--- src/design/dq_pkg.sv ---
// Package for the double-ended queue block: field widths, request codes,
// controller state type and the command/status structs.
// No dependencies.
package dq_pkg;

    localparam int REQ_W          = 3;
    localparam int VALUE_W        = 32;
    localparam int DATA_W         = 32;
    localparam int ENTRIES_W      = 5;
    localparam int DEPTH_DEF      = 16;
    localparam int ELEM_WIDTH_DEF = 32;

    typedef enum logic [REQ_W-1:0] {
        REQ_INS_HEAD  = 3'd0,
        REQ_INS_TAIL  = 3'd1,
        REQ_PEEK_HEAD = 3'd2,
        REQ_PEEK_TAIL = 3'd3,
        REQ_REM_HEAD  = 3'd4,
        REQ_REM_TAIL  = 3'd5
    } req_t;

    typedef enum logic {
        ST_IDLE,
        ST_PEEK
    } ctrl_state_t;

    typedef struct packed {
        logic accept;
        logic issue_read;
        logic load_now;
        logic load_peek;
    } dq_cmd_t;

    typedef struct packed {
        logic peek_hit;
    } dq_status_t;

endpackage

--- src/design/dq_ram.sv ---
// Generic single-write, single-read RAM with registered read data.
// No dependencies.
module dq_ram #(
    parameter int WIDTH = 32,
    parameter int DEPTH = 16
) (
    input  logic                     clk,
    input  logic                     we,
    input  logic [$clog2(DEPTH)-1:0] waddr,
    input  logic [WIDTH-1:0]         wdata,
    input  logic                     re,
    input  logic [$clog2(DEPTH)-1:0] raddr,
    output logic [WIDTH-1:0]         rdata
);

    logic [WIDTH-1:0] mem [DEPTH];

    always_ff @(posedge clk)
    begin
        if (we)
        begin
            mem[waddr] <= wdata;
        end
        if (re)
        begin
            rdata <= mem[raddr];
        end
    end

endmodule

--- src/design/dq_ctrl.sv ---
// Controller for the double-ended queue: request acceptance, peek wait
// state and the result-valid flag. Depends on dq_pkg.
module dq_ctrl (
    input  logic               clk,
    input  logic               rst_n,
    input  logic               s_axis_tvalid,
    output logic               s_axis_tready,
    output logic               m_axis_tvalid,
    input  logic               m_axis_tready,
    input  dq_pkg::dq_status_t status,
    output dq_pkg::dq_cmd_t    cmd
);
    import dq_pkg::*;

    ctrl_state_t state_reg, state_next;
    logic        out_valid_reg, out_valid_next;
    logic        slot_free;

    assign slot_free     = !out_valid_reg || m_axis_tready;
    assign m_axis_tvalid = out_valid_reg;

    always_comb
    begin
        state_next = state_reg;
        case (state_reg)
            ST_IDLE:
            begin
                if (s_axis_tvalid && slot_free && status.peek_hit)
                begin
                    state_next = ST_PEEK;
                end
            end
            ST_PEEK:
            begin
                if (slot_free)
                begin
                    state_next = ST_IDLE;
                end
            end
            default:
            begin
                state_next = ST_IDLE;
            end
        endcase
    end

    always_comb
    begin
        cmd           = '0;
        s_axis_tready = 1'b0;
        case (state_reg)
            ST_IDLE:
            begin
                s_axis_tready  = slot_free;
                cmd.accept     = s_axis_tvalid && slot_free;
                cmd.issue_read = cmd.accept && status.peek_hit;
                cmd.load_now   = cmd.accept && !status.peek_hit;
            end
            ST_PEEK:
            begin
                cmd.load_peek = slot_free;
            end
            default:
            begin
                cmd = '0;
            end
        endcase
    end

    always_comb
    begin
        if (cmd.load_now || cmd.load_peek)
        begin
            out_valid_next = 1'b1;
        end
        else if (m_axis_tready)
        begin
            out_valid_next = 1'b0;
        end
        else
        begin
            out_valid_next = out_valid_reg;
        end
    end

    always_ff @(posedge clk or negedge rst_n)
    begin
        if (!rst_n)
        begin
            state_reg     <= ST_IDLE;
            out_valid_reg <= 1'b0;
        end
        else
        begin
            state_reg     <= state_next;
            out_valid_reg <= out_valid_next;
        end
    end

endmodule

--- src/design/dq_datapath.sv ---
// Datapath for the double-ended queue: head index, entry count, ring
// addressing, element store and result register. Depends on dq_pkg, dq_ram.
module dq_datapath #(
    parameter int DEPTH      = dq_pkg::DEPTH_DEF,
    parameter int ELEM_WIDTH = dq_pkg::ELEM_WIDTH_DEF
) (
    input  logic                         clk,
    input  logic                         rst_n,
    input  logic [dq_pkg::REQ_W-1:0]     req_type,
    input  logic [dq_pkg::VALUE_W-1:0]   value,
    input  dq_pkg::dq_cmd_t              cmd,
    output dq_pkg::dq_status_t           status,
    output logic                         ok,
    output logic [dq_pkg::DATA_W-1:0]    data,
    output logic [dq_pkg::ENTRIES_W-1:0] entries,
    output logic                         is_empty,
    output logic                         is_full
);
    import dq_pkg::*;

    localparam int AW = $clog2(DEPTH);
    localparam int CW = $clog2(DEPTH + 1);
    localparam int SW = CW + 1;
    localparam logic [CW-1:0] CNT_FULL  = CW'(DEPTH);
    localparam logic [SW-1:0] SUM_DEPTH = SW'(DEPTH);
    localparam logic [AW-1:0] IDX_LAST  = AW'(DEPTH - 1);

    logic [AW-1:0] head_reg, head_next;
    logic [CW-1:0] count_reg, count_next;

    logic          ok_reg, empty_reg, full_reg;
    logic [DATA_W-1:0]    data_reg;
    logic [ENTRIES_W-1:0] entries_reg;

    logic          not_full, not_empty, ok_now;
    logic [SW-1:0] sum_ins, sum_pk;
    logic [AW-1:0] tail_ins, tail_pk, head_dec, head_inc;
    logic [CW-1:0] count_m1;

    logic                  we, re;
    logic [AW-1:0]         waddr, raddr;
    logic [ELEM_WIDTH-1:0] elem_in, elem_out;
    logic [DATA_W-1:0]     data_pk;
    logic [ENTRIES_W-1:0]  entries_now, entries_cur;

    assign not_full  = count_reg != CNT_FULL;
    assign not_empty = count_reg != '0;
    assign count_m1  = count_reg - CW'(1);

    assign sum_ins  = SW'(head_reg) + SW'(count_reg);
    assign sum_pk   = SW'(head_reg) + SW'(count_m1);
    assign tail_ins = (sum_ins >= SUM_DEPTH) ? AW'(sum_ins - SUM_DEPTH) : AW'(sum_ins);
    assign tail_pk  = (sum_pk >= SUM_DEPTH) ? AW'(sum_pk - SUM_DEPTH) : AW'(sum_pk);
    assign head_dec = (head_reg == '0) ? IDX_LAST : head_reg - AW'(1);
    assign head_inc = (head_reg == IDX_LAST) ? '0 : head_reg + AW'(1);

    assign status.peek_hit = not_empty &&
                             (req_type == REQ_PEEK_HEAD || req_type == REQ_PEEK_TAIL);

    always_comb
    begin
        ok_now     = 1'b0;
        head_next  = head_reg;
        count_next = count_reg;
        we         = 1'b0;
        waddr      = tail_ins;
        raddr      = head_reg;
        case (req_t'(req_type))
            REQ_INS_HEAD:
            begin
                ok_now = not_full;
                waddr  = head_dec;
                if (not_full)
                begin
                    we         = 1'b1;
                    head_next  = head_dec;
                    count_next = count_reg + CW'(1);
                end
            end
            REQ_INS_TAIL:
            begin
                ok_now = not_full;
                if (not_full)
                begin
                    we         = 1'b1;
                    count_next = count_reg + CW'(1);
                end
            end
            REQ_PEEK_HEAD:
            begin
                ok_now = not_empty;
            end
            REQ_PEEK_TAIL:
            begin
                ok_now = not_empty;
                raddr  = tail_pk;
            end
            REQ_REM_HEAD:
            begin
                ok_now = not_empty;
                if (not_empty)
                begin
                    head_next  = head_inc;
                    count_next = count_m1;
                end
            end
            REQ_REM_TAIL:
            begin
                ok_now = not_empty;
                if (not_empty)
                begin
                    count_next = count_m1;
                end
            end
            default:
            begin
                ok_now = 1'b0;
            end
        endcase
    end

    assign re = cmd.issue_read;

    // element masked to ELEM_WIDTH on write, zero-extended to DATA_W on read
    for (genvar i = 0; i < ELEM_WIDTH; i++)
    begin : g_elem_in
        if (i < VALUE_W)
        begin : g_bit
            assign elem_in[i] = value[i];
        end
        else
        begin : g_zero
            assign elem_in[i] = 1'b0;
        end
    end

    for (genvar i = 0; i < DATA_W; i++)
    begin : g_data_pk
        if (i < ELEM_WIDTH)
        begin : g_bit
            assign data_pk[i] = elem_out[i];
        end
        else
        begin : g_zero
            assign data_pk[i] = 1'b0;
        end
    end

    for (genvar i = 0; i < ENTRIES_W; i++)
    begin : g_entries
        if (i < CW)
        begin : g_bit
            assign entries_now[i] = count_next[i];
            assign entries_cur[i] = count_reg[i];
        end
        else
        begin : g_zero
            assign entries_now[i] = 1'b0;
            assign entries_cur[i] = 1'b0;
        end
    end

    dq_ram #(
        .WIDTH (ELEM_WIDTH),
        .DEPTH (DEPTH)
    ) u_store (
        .clk   (clk),
        .we    (cmd.accept && we),
        .waddr (waddr),
        .wdata (elem_in),
        .re    (re),
        .raddr (raddr),
        .rdata (elem_out)
    );

    always_ff @(posedge clk or negedge rst_n)
    begin
        if (!rst_n)
        begin
            head_reg  <= '0;
            count_reg <= '0;
        end
        else if (cmd.accept)
        begin
            head_reg  <= head_next;
            count_reg <= count_next;
        end
    end

    always_ff @(posedge clk)
    begin
        if (cmd.load_now)
        begin
            ok_reg      <= ok_now;
            data_reg    <= '0;
            entries_reg <= entries_now;
            empty_reg   <= count_next == '0;
            full_reg    <= count_next == CNT_FULL;
        end
        else if (cmd.load_peek)
        begin
            ok_reg      <= 1'b1;
            data_reg    <= data_pk;
            entries_reg <= entries_cur;
            empty_reg   <= count_reg == '0;
            full_reg    <= count_reg == CNT_FULL;
        end
    end

    assign ok       = ok_reg;
    assign data     = data_reg;
    assign entries  = entries_reg;
    assign is_empty = empty_reg;
    assign is_full  = full_reg;

endmodule

--- src/design/double_ended_queue.sv ---
// Bounded double-ended queue on a ring store. Every request (insert, peek or
// remove at either end) yields one result transaction. Inserts, removes and
// failed requests load the result directly; a successful peek first reads the
// element store, whose read port is registered. A new request is taken while the
// previous result waits, as long as the result register will be free. The store
// needs no clearing after reset. Depends on dq_pkg, dq_ctrl, dq_datapath.
module double_ended_queue #(
    parameter int DEPTH      = dq_pkg::DEPTH_DEF,
    parameter int ELEM_WIDTH = dq_pkg::ELEM_WIDTH_DEF
) (
    input  logic        clk,
    input  logic        rst_n,
    input  logic        s_axis_tvalid,
    output logic        s_axis_tready,
    input  logic [31:0] s_axis_tdata,   // value[31:0]
    input  logic [2:0]  s_axis_tuser,   // req_type[2:0]
    output logic        m_axis_tvalid,
    input  logic        m_axis_tready,
    output logic [39:0] m_axis_tdata    // ok, data[31:0], entries[4:0], is_empty, is_full
);
    import dq_pkg::*;

    dq_cmd_t    cmd;
    dq_status_t status;

    logic                 ok, is_empty, is_full;
    logic [DATA_W-1:0]    data;
    logic [ENTRIES_W-1:0] entries;

    dq_ctrl u_ctrl (
        .clk           (clk),
        .rst_n         (rst_n),
        .s_axis_tvalid (s_axis_tvalid),
        .s_axis_tready (s_axis_tready),
        .m_axis_tvalid (m_axis_tvalid),
        .m_axis_tready (m_axis_tready),
        .status        (status),
        .cmd           (cmd)
    );

    dq_datapath #(
        .DEPTH      (DEPTH),
        .ELEM_WIDTH (ELEM_WIDTH)
    ) u_datapath (
        .clk      (clk),
        .rst_n    (rst_n),
        .req_type (s_axis_tuser),
        .value    (s_axis_tdata),
        .cmd      (cmd),
        .status   (status),
        .ok       (ok),
        .data     (data),
        .entries  (entries),
        .is_empty (is_empty),
        .is_full  (is_full)
    );

    assign m_axis_tdata = {is_full, is_empty, entries, data, ok};

endmodule

--- config.mk ---
export PLATFORM = sky130hd
export DESIGN_NAME = double_ended_queue
export DESIGN_NICKNAME = d
export VERILOG_FILES = /design/src/design/dq_pkg.sv /design/src/design/dq_ram.sv /design/src/design/dq_ctrl.sv /design/src/design/dq_datapath.sv /design/src/design/double_ended_queue.sv
export SDC_FILE = /design/constraint.sdc
export NUM_CORES = 1
export LEC_CHECK = 0
export ABC_AREA = 1
export ABC_CLOCK_PERIOD_IN_PS = 3750
export BUFFER_PORTS_ARGS = -buffer_cell sky130_fd_sc_hd__buf_2
export CAP_MARGIN = 25
export CORE_MARGIN = 2
export CORE_UTILIZATION = 40
export CTS_BUF_LIST = sky130_fd_sc_hd__clkbuf_16
export DETAILED_ROUTE_END_ITERATION = 10
export GPL_TIMING_DRIVEN = 0
export PLACE_DENSITY = 0.54
export SKIP_LAST_GASP = 1
export SYNTH_ARGS = -nofsm -noshare
export SYNTH_HDL_FRONTEND = slang
export SYNTH_SLANG_ARGS = --single-unit
--- constraint.sdc ---
create_clock -name clk -period 3.75 [get_ports clk]
set_clock_uncertainty 0.15 [all_clocks]
set_input_delay 0.75 -clock clk [delete_from_list [all_inputs] [get_ports clk]]
set_output_delay 0.75 -clock clk [all_outputs]
set_load 0.05 [all_outputs]
==> reports/metrics.json <==
{
  "status": {"value": "complete, no violations"},
  "cell_type_with_the_largest_total_area_after_synthesis": {"value": "edfxtp_1"},
  "finish.utilization": {"value": 46.60, "unit": "%"},
  "finalWorstSetupSlack": {"value": 9.518, "unit": "ps"},
  "fp_rows": {"value": 94},
  "place_congestion": {"value": 0.8527},
  "cp_cell_sequence": {"value": "inv_1 > ha_1 > nand3_1 > nand2_1 > nor2_1 > nand3_1 > nor2_2"},
  "path_type_of_the_worst_setup_path": {"value": "register to register"},
  "timing.hold.worst.class": {"value": "input port to register"},
  "critical_path.max_stage_delay": {"value": 1020, "unit": "ps"},
  "clock_insertion_delay_worst_skew": {"value": 590, "unit": "ps"},
  "power_density": {"value": 742.7, "unit": "nW/um^2"},
  "worst_ir_drop_vdd": {"value": 0.3768, "unit": "mV"},
  "gr-usage-met3": {"value": 2.962, "unit": "%"},
  "tritoncts": {"value": "yes"},
  "die-width": {"value": 261.6, "unit": "um"},
  "cp-end-kind": {"value": "register"},
  "timing.critical_path.slowest_stage_cell": {"value": "nor2_2"},
  "critPathMostFrequentCell": {"value": "nand3_1"},
  "via_count": {"value": 18490},
  "path_clk_slew": {"value": 60, "unit": "ps"},
  "commonest_cells_after_routing_fill_and_taps_aside": {"value": "nand2_1 (651), edfxtp_1 (552), inv_1 (501)"},
  "final_min_period_over_clock_period": {"value": 99.75, "unit": "%"},
  "rsz0062_at_grt": {"value": "true"},
  "clock-root-buffer": {"value": "clkbuf_16"},
  "report.power.total": {"value": 22.75, "unit": "mW"},
  "static_leakage_power": {"value": 13.38, "unit": "nW"},
  "period_minus_slack": {"value": 3740, "unit": "ps"},
  "multiInputGateArea": {"value": 6678, "unit": "um^2"},
  "core": {"value": 65750, "unit": "um^2"},
  "regArea": {"value": 17490, "unit": "um^2"},
  "layout-area-overhead-vs-synth": {"value": 15.41, "unit": "%"},
  "final_hold_viol_count": {"value": 0},
  "dr.pass1.iters": {"value": 8},
  "post_synth_inst_count": {"value": 2574},
  "mappedNetlistArea": {"value": 26540, "unit": "um^2"},
  "layout_commonest_cell": {"value": "nand2_1"},
  "first_iter_violations": {"value": 1837},
  "timing_worst_slew_pin_value": {"value": 1105, "unit": "ps"},
  "wirelength": {"value": 74240, "unit": "um"},
  "crit_required": {"value": 3810, "unit": "ps"},
  "whs": {"value": 371.8, "unit": "ps"},
  "place.detailed.hpwl": {"value": 51350, "unit": "um"},
  "wl_per_cell": {"value": 20.31, "unit": "um"},
  "initial_standard_cell_utilization_of_the_core": {"value": 40.37, "unit": "%"},
  "max-slew-margin-rel": {"value": 26.26, "unit": "%"},
  "place_ws": {"value": -138.2, "unit": "ps"},
  "arrival": {"value": 3800, "unit": "ps"},
  "m1_gr_usage": {"value": 29.97, "unit": "%"},
  "grt_overflow_total": {"value": 0},
  "ios": {"value": 81},
  "flip_flop_count_of_the_largest_register_after_layout": {"value": 512},
  "finalNetCount": {"value": 2792},
  "die_height": {"value": 261.6, "unit": "um"},
  "timing.max_cap.violations": {"value": 0},
  "route.detailed.drc": {"value": 0},
  "fmax": {"value": 267.3, "unit": "MHz"},
  "synth.ff_latch_count": {"value": 595},
  "synth_seq_area_share": {"value": 65.90, "unit": "%"},
  "grt_pass1_vias": {"value": 17810},
  "synthesis.nets": {"value": 2626},
  "yosysWarningCount": {"value": 0},
  "worst-path-max-fanout": {"value": 10},
  "cts.htree.levels": {"value": 3},
  "grt.total_usage": {"value": 21.66, "unit": "%"},
  "final_layout_size_suffix_gt1_share": {"value": 13.08, "unit": "%"},
  "top_usage_layer": {"value": "met2"},
  "fillers": {"value": 6028},
  "ctsLongestPathBuffers": {"value": 3},
  "final-max-slew-violation-count": {"value": 0},
  "vias_per_cell": {"value": 5.058},
  "post_synth_main_area_contributors": {"value": "edfxtp_1 (62%), nand2_1 (9.2%), nand3_1 (9.1%)"},
  "yosys.area.top_type_share": {"value": 62.45, "unit": "%"},
  "design.die.area": {"value": 68440, "unit": "um^2"},
  "setup.worst_path.start_class": {"value": "register"},
  "tritoncts.num_buffers": {"value": 66},
  "grt_max_degree": {"value": 33},
  "totalNegativeSetupSlack": {"value": 0, "unit": "ps"},
  "port_buffers": {"value": 79},
  "setup_viol_count_final": {"value": 0},
  "drt.antenna.violating_nets": {"value": 0},
  "grt_pass1_wl": {"value": 109500, "unit": "um"},
  "clkSinkCount": {"value": 595},
  "ys_types": {"value": 31},
  "number_of_antenna_violations_at_the_first_check_in_global_routing": {"value": 2},
  "postSynthAreaPerCell": {"value": 10.31, "unit": "um^2"},
  "grt_util_met2": {"value": 35.44, "unit": "%"}
}
[where the power goes]
group	internal [mW]	switching, mW
registers	7.80	0.168
clock network	3.55	2.62
logic	2.32	6.30
[repair_timing]
action | 4_1_cts | 5_1_grt
resized for setup | 0 | 14
endpoints found under the hold margin | 11 | 0
buffers inserted | 0 | 0
hold buffers | 1 | 0
endpoints found under the setup margin | 0 | 44
[layout make-up]
type | instances | share of cell area [%]
buffer | 138 | 2.275
clock inverter | 48 | 0.9108
timing repair buffer | 97 | 2.630
clock buffer | 71 | 5.799
sequential | 595 | 57.10
antenna | 1 | 0.008168
inverter | 486 | 5.955
multi-input combinational | 1356 | 21.80
tap | 864 | 3.529
[metal layers]
| layer | vias up | wire length [um] |
|---|---|---|
| li1 | 8755 | - |
| met1 | 8889 | 32440 |
| met2 | 733 | 34510 |
| met5 | - | 0 |
| met4 | 0 | 1684 |
| met3 | 114 | 5614 |
[synth_stat cells]
master and instances:
inv_1 484, nor2_1 34, nor2_2 1, fa_1 2, xnor2_1 3, nand3_2 1, nand4_1 8, nor2_4 1
inv_2 2, buf_1 7, nand2_1 652, o21ai_1 3, nand3b_1 96, buf_4 14, xor2_1 4, o211ai_1 1
o21ai_0 11, ha_1 11, a21oi_1 4, nand3_1 485, dfrtp_1 11, mux2_2 32, or2_2 1, edfxtp_1 552
clkbuf_1 24, nand4_2 1, nor3_1 2, a31o_2 1, buf_2 93, dfxtp_1 32, nand2_2 1
[worst paths after layout]
kind	slack (ps)	start	cells past startpoint	to
max	10	u_datapath.count_reg[0]$_DFFE_PN0P_	7	u_datapath.u_store.mem[15][8]$_DFFE_PP_
min	370	m_axis_tready	3	u_ctrl.state_reg$_DFF_PN0_
max reg2reg	10	u_datapath.count_reg[0]$_DFFE_PN0P_	7	u_datapath.u_store.mem[15][8]$_DFFE_PP_
min reg2reg	400	u_ctrl.state_reg$_DFF_PN0_	1	u_ctrl.state_reg$_DFF_PN0_
max in group asynchronous	2810	rst_n	2	u_ctrl.m_axis_tvalid$_DFFE_PN0P_
min in group asynchronous	420	rst_n	2	u_ctrl.state_reg$_DFF_PN0_
[metrics by stage]
| stage | cell area (um^2) | std cells |
|---|---|---|
| floorplan | 26590 | 2574 |
| global placement | 28060 | 3517 |
| detailed placement | 28550 | 3534 |
| CTS | 30610 | 3654 |
| global route | 30630 | 3655 |
| finish | 30640 | 3656 |
[worst max-delay path: cells and delay by family (launching register included)]
family	cells	cell delay [ps]
and+or+nand+nor	5	2190
DFF	1	480
adders and majority gates	1	330
buffers and inverters	1	200
[cells by family (layout without fill, tap and decap cells)]
kind of cell | Yosys count | in the layout | share of synthesized area, %
multiplexers | 32 | 32 | 1.358
other | 0 | 1 | 0
flip-flops | 595 | 595 | 65.90
buffers and inverters | 624 | 840 | 9.460
AO/OA/AOI/OAI | 20 | 20 | 0.4007
adder cells (fa/ha/maj) | 13 | 13 | 0.6693
XOR/XNOR | 7 | 7 | 0.2310
AND/OR/NAND/NOR | 1283 | 1284 | 21.98
Power figures use the tool's default switching activity.
